File: src/rtl/stack_vm_integer_alu_unit_assert.svh
// Assertion macros for the stack VM integer ALU
`ifndef STACK_VM_INTEGER_ALU_UNIT_ASSERT_SVH
`define STACK_VM_INTEGER_ALU_UNIT_ASSERT_SVH
// Assert an implication on every clock edge outside reset
`define SVA_IMPLY(label, clk, rstn, pre, post, msg) \
    label: assert property (@(posedge clk) disable iff (!rstn) (pre) |-> (post)) \
        else $error(msg);
// Assert an implication that must hold in the next cycle
`define SVA_NEXT(label, clk, rstn, pre, post, msg) \
    label: assert property (@(posedge clk) disable iff (!rstn) (pre) |=> (post)) \
        else $error(msg);
`endif

File: src/rtl/svia_div_cell.sv
// ------------------------------------------------------------------------
// svia_div_cell
// One restoring-division step on magnitudes; passes its item to the next cell.
// ------------------------------------------------------------------------
module svia_div_cell #(
    parameter int W = 32
) (
    input  logic         aclk,
    input  logic         aresetn,
    input  logic         en,
    input  logic         valid_in,
    input  logic [W-1:0] rem_in,
    input  logic [W-1:0] quo_in,
    input  logic [W-1:0] div_in,
    input  logic [W+6:0] side_in,
    output logic         valid_out,
    output logic [W-1:0] rem_out,
    output logic [W-1:0] quo_out,
    output logic [W-1:0] div_out,
    output logic [W+6:0] side_out
);
    logic [W:0] trial;
    logic [W:0] diff;

    // shift in next dividend bit and try subtracting
    assign trial = {rem_in, quo_in[W-1]};
    assign diff  = trial - {1'b0, div_in};

    always_ff @(posedge aclk) begin
        if (!aresetn) begin
            valid_out <= 1'b0;
        end else if (en) begin
            valid_out <= valid_in;
        end
    end

    always_ff @(posedge aclk) begin
        if (en) begin
            if (!diff[W]) begin
                rem_out <= diff[W-1:0];
                quo_out <= {quo_in[W-2:0], 1'b1};
            end else begin
                rem_out <= trial[W-1:0];
                quo_out <= {quo_in[W-2:0], 1'b0};
            end
            div_out  <= div_in;
            side_out <= side_in;
        end
    end
endmodule

File: config.mk
export PLATFORM = sky130hd
export DESIGN_NAME = svia_div_cell
export DESIGN_NICKNAME = d
export VERILOG_FILES = /design/src/rtl/stack_vm_integer_alu_unit_assert.svh /design/src/rtl/svia_div_cell.sv
export SDC_FILE = /design/constraint.sdc
export NUM_CORES = 1
export LEC_CHECK = 0
export ABC_AREA = 1
export BUFFER_PORTS_ARGS = -buffer_cell sky130_fd_sc_hd__buf_2
export CAP_MARGIN = 25
export CORE_ASPECT_RATIO = 1.5
export CORE_MARGIN = 2
export CORE_UTILIZATION = 24
export DETAILED_ROUTE_END_ITERATION = 7
export SYNTH_ARGS = -nofsm -noshare
export SYNTH_HDL_FRONTEND = slang
export SYNTH_SLANG_ARGS = --single-unit
File: constraint.sdc
create_clock -name aclk -period 4.5 [get_ports aclk]
set_clock_uncertainty 0.1 [all_clocks]
set_input_delay 0.9 -clock aclk [delete_from_list [all_inputs] [get_ports aclk]]
set_output_delay 0.9 -clock aclk [all_outputs]
set_load 0.005 [all_outputs]
==> results by group <==
Run status
  – Status: complete, no violations

Floorplan
  – Die area: 0.0316 mm^2
  – Num ports: 275
  – Die H: 217 um
  – Die W: 146 um
  – Core area: 0.0296 mm^2
  – Initial Util: 0.245
  – FP Rows: 77

Clock tree
  – Htree depth: 4
  – Clock Path Buffers: 2
  – Clock transition at the registers of the reported paths: 0.06 ns
  – Clk root buf: clkbuf_16
  – Clock Latency Late Sink: 0.43 ns
  – Inserted Clock Buffers: 17
  – Resize count post-CTS: 0
  – Cts hold-fix bufs: 0
  – Setup repair bufs after CTS: 0
  – TritonCTS clock tree: done
  – Clk sinks: 136

Layout
  – Multi-input combinational cell area: 0.00252 mm^2
  – Proportion of layout cells with a drive suffix above 1: 0.288
  – Final Util: 0.326
  – Fin area: 0.00965 mm^2
  – N_diodes: 0
  – Layout filler cell count: 3,167
  – Sequential cell area: 0.00407 mm^2
  – Nets: 1,280
  – Layout area overhead: 33.2%

STA
  – Hold Worst Slack: 0.448 ns
  – Final Setup Violations: 0
  – FMAX: 356 MHz
  – Final min period: 2.81 ns
  – RSZ-0062 raised after global routing: no
  – TNS Setup: 0 ns
  – Period utilization: 0.624
  – Final hold vios: 0
  – Worst slew pin tran: 0.972 ns
  – Pins Over Slew Limit: 0
  – Max-Slew Margin vs Limit: 0.352

Synthesis
  – Synth Net Count: 991
  – Post-synthesis cell type count: 27
  – Yosys top cell by area: edfxtp_1
  – Synth warn: 0
  – Seq cells post-synth: 136
  – Mapped Avg Cell Area: 8.84 um^2
  – Seq/Total Area, Yosys: 0.563
  – Synth area leaders: edfxtp_1 56%, nand2_1 17%, inv_1 8.1%
  – Mapped cell area: 0.00724 mm^2
  – Synth top area share: 0.560
  – Cells after Synth: 819

Place
  – Buffers on Ports: 274
  – Placed cell area: 0.00907 mm^2
  – Gp weighted congestion: 0.889
  – Dpl hpwl: 18,300 um

Setup path
  – CP startpoint: quo_in[31]
  – Crit. End Element: register
  – Crit-path slowest cell: fa_1
  – Critical path class: in -> reg
  – WP data arrival: 2.90 ns
  – Reg2reg start: valid_out
  – Crit path top cell by count: nand2_1
  – Worst-path fanout max: 32
  – CP startpoint kind: input pin
  – CP peak stage delay: 0.41 ns
  – Crit path cell chain: buf_2, inv_1, ha_1, fa_1, inv_1, nand2_1, nand2_1, nand3_1, nand2_2, nand2_1, nand2_2, nand2_2, nand3_1, nand2_4, nand2_1, nand2_1
  – Required @ worst endpoint: 4.59 ns

Detailed routing
  – Iteration-0 DRC count of the detailed router: 248
  – Drt first pass iters: 4
  – Detail Route Antenna Nets: 0
  – WL/cell: 15.0 um
  – Vias per cell: 4.02
  – WL final: 22,700 um
  – Remaining DRCs: 0
  – Vias: 6,097

Pwr
  – Tot Pwr: 3.63 mW
  – Pwr/cell area: 377 mW/mm^2
  – Pleak: 5.00 nW
  – Max rail drop VDD: 0.259 mV

Global route
  – Vias in the first global route: 6,177
  – Congestion Overflow GR: 0
  – Initial antenna violation count: 1
  – Largest net degree at the start of global routing: 96
  – First-pass GRT wire length: 33,900 um
  – GRT Total Usage: 0.144

Hold path
  – Hold/Removal Path Class: reg -> reg
  – HP Start: valid_out

Flow run
  – Maximum capacitance violations: 0
==> registers in the layout (all words and copies together) (netlist names) <==
signal / flops
rem_out: 32
valid_out: 1
div_out: 32
quo_out: 32
side_out: 39
==> logic make-up after synthesis <==
logic type	synth area share
xor gates and xnor gates	0.0181
buffers and inverters	0.0897
DFF	0.563
AOI/OAI and AO/OA	0.0276
and+or+nand+nor	0.244
adders and majority gates	0.0581
==> per-layer routing <==
| layer | wire length, um | GRT usage | vias up |
|---|---|---|---|
| met5 | 0 | 0 | - |
| met4 | 613 | 0.0592 | 0 |
| met3 | 1210 | 0.0361 | 29 |
| met2 | 12800 | 0.295 | 188 |
| met1 | 8010 | 0.132 | 2723 |
| li1 | - | - | 3157 |
==> cell usage after synthesis (all sizes together) <==
master,number
a21oi,27
buf,6
xor2,14
o21bai,7
nand2,343
inv,158
nand4,8
nand3,31
ha,32
nor3,6
and3,1
o21ai,1
xnor2,1
and2,4
nand3b,2
or2,2
fa,1
dfxtp,1
nor2,39
edfxtp,135
==> cell type report <==
type                    instances  share of cell area
flip-flops and latches        136               0.422
clock buffers                  18              0.0445
repair buffers                276               0.144
inverters                     158              0.0615
clock inverters                13              0.0152
well taps                     395              0.0512
multi-input cells             519               0.261
==> layout by cell type, fill, tap and decap left out <==
cell,synthesis,routed
ha_1,32,32
edfxtp_1,135,135
nor3_1,6,6
nand3b_1,2,2
buf_6,3,1
or2_1,1,1
xnor2_1,1,1
a21oi_1,25,25
fa_1,1,1
clkinv_4,0,3
buf_4,3,2
and3_1,1,1
nand2_4,2,2
clkbuf_1,0,1
dfxtp_1,1,1
and2_1,4,4
nand4_1,8,8
nor2_1,38,38
inv_1,156,156
o21bai_1,7,7
nand3_1,31,31
xor2_1,14,14
buf_2,0,273
nand2_2,8,8
o21ai_0,1,1
inv_8,0,1
clkinvlp_4,0,1
bufinv_16,0,2
clkinv_2,0,3
nand2_1,333,333
or2_2,1,1
a21oi_2,2,2
nor2_2,1,1
clkbuf_16,0,17
inv_6,0,3
inv_2,2,2
==> through the flow <==
stage	setup WS, ns	cells
finish	1.69	1515
floorplan	1.65	819
CTS	1.69	1515
global placement	1.27	1484
global route	1.47	1515
detailed placement	1.21	1484
==> critical path, delay by kind of cell <==
kind          cells  cell delay (ns)
buf+inv           3             0.24
simple gates     11             1.12
fa+ha+maj         2             0.62
==> power by group <==
part | leakage [nW] | internal (mW) | switching (mW)
Combinational | 3.39 | 0.259 | 0.422
Clock | 0.283 | 0.819 | 0.566
Sequential | 1.33 | 1.54 | 0.0281
==> final timing paths <==
path / endpoint / slack [ns] / depth (start not counted)
max: rem_out[31] / 1.69 / 16
min: valid_out / 0.45 / 2
max reg2reg: valid_out / 3.77 / 2
min reg2reg: valid_out / 0.45 / 2
(Power assumes the default switching activity.)
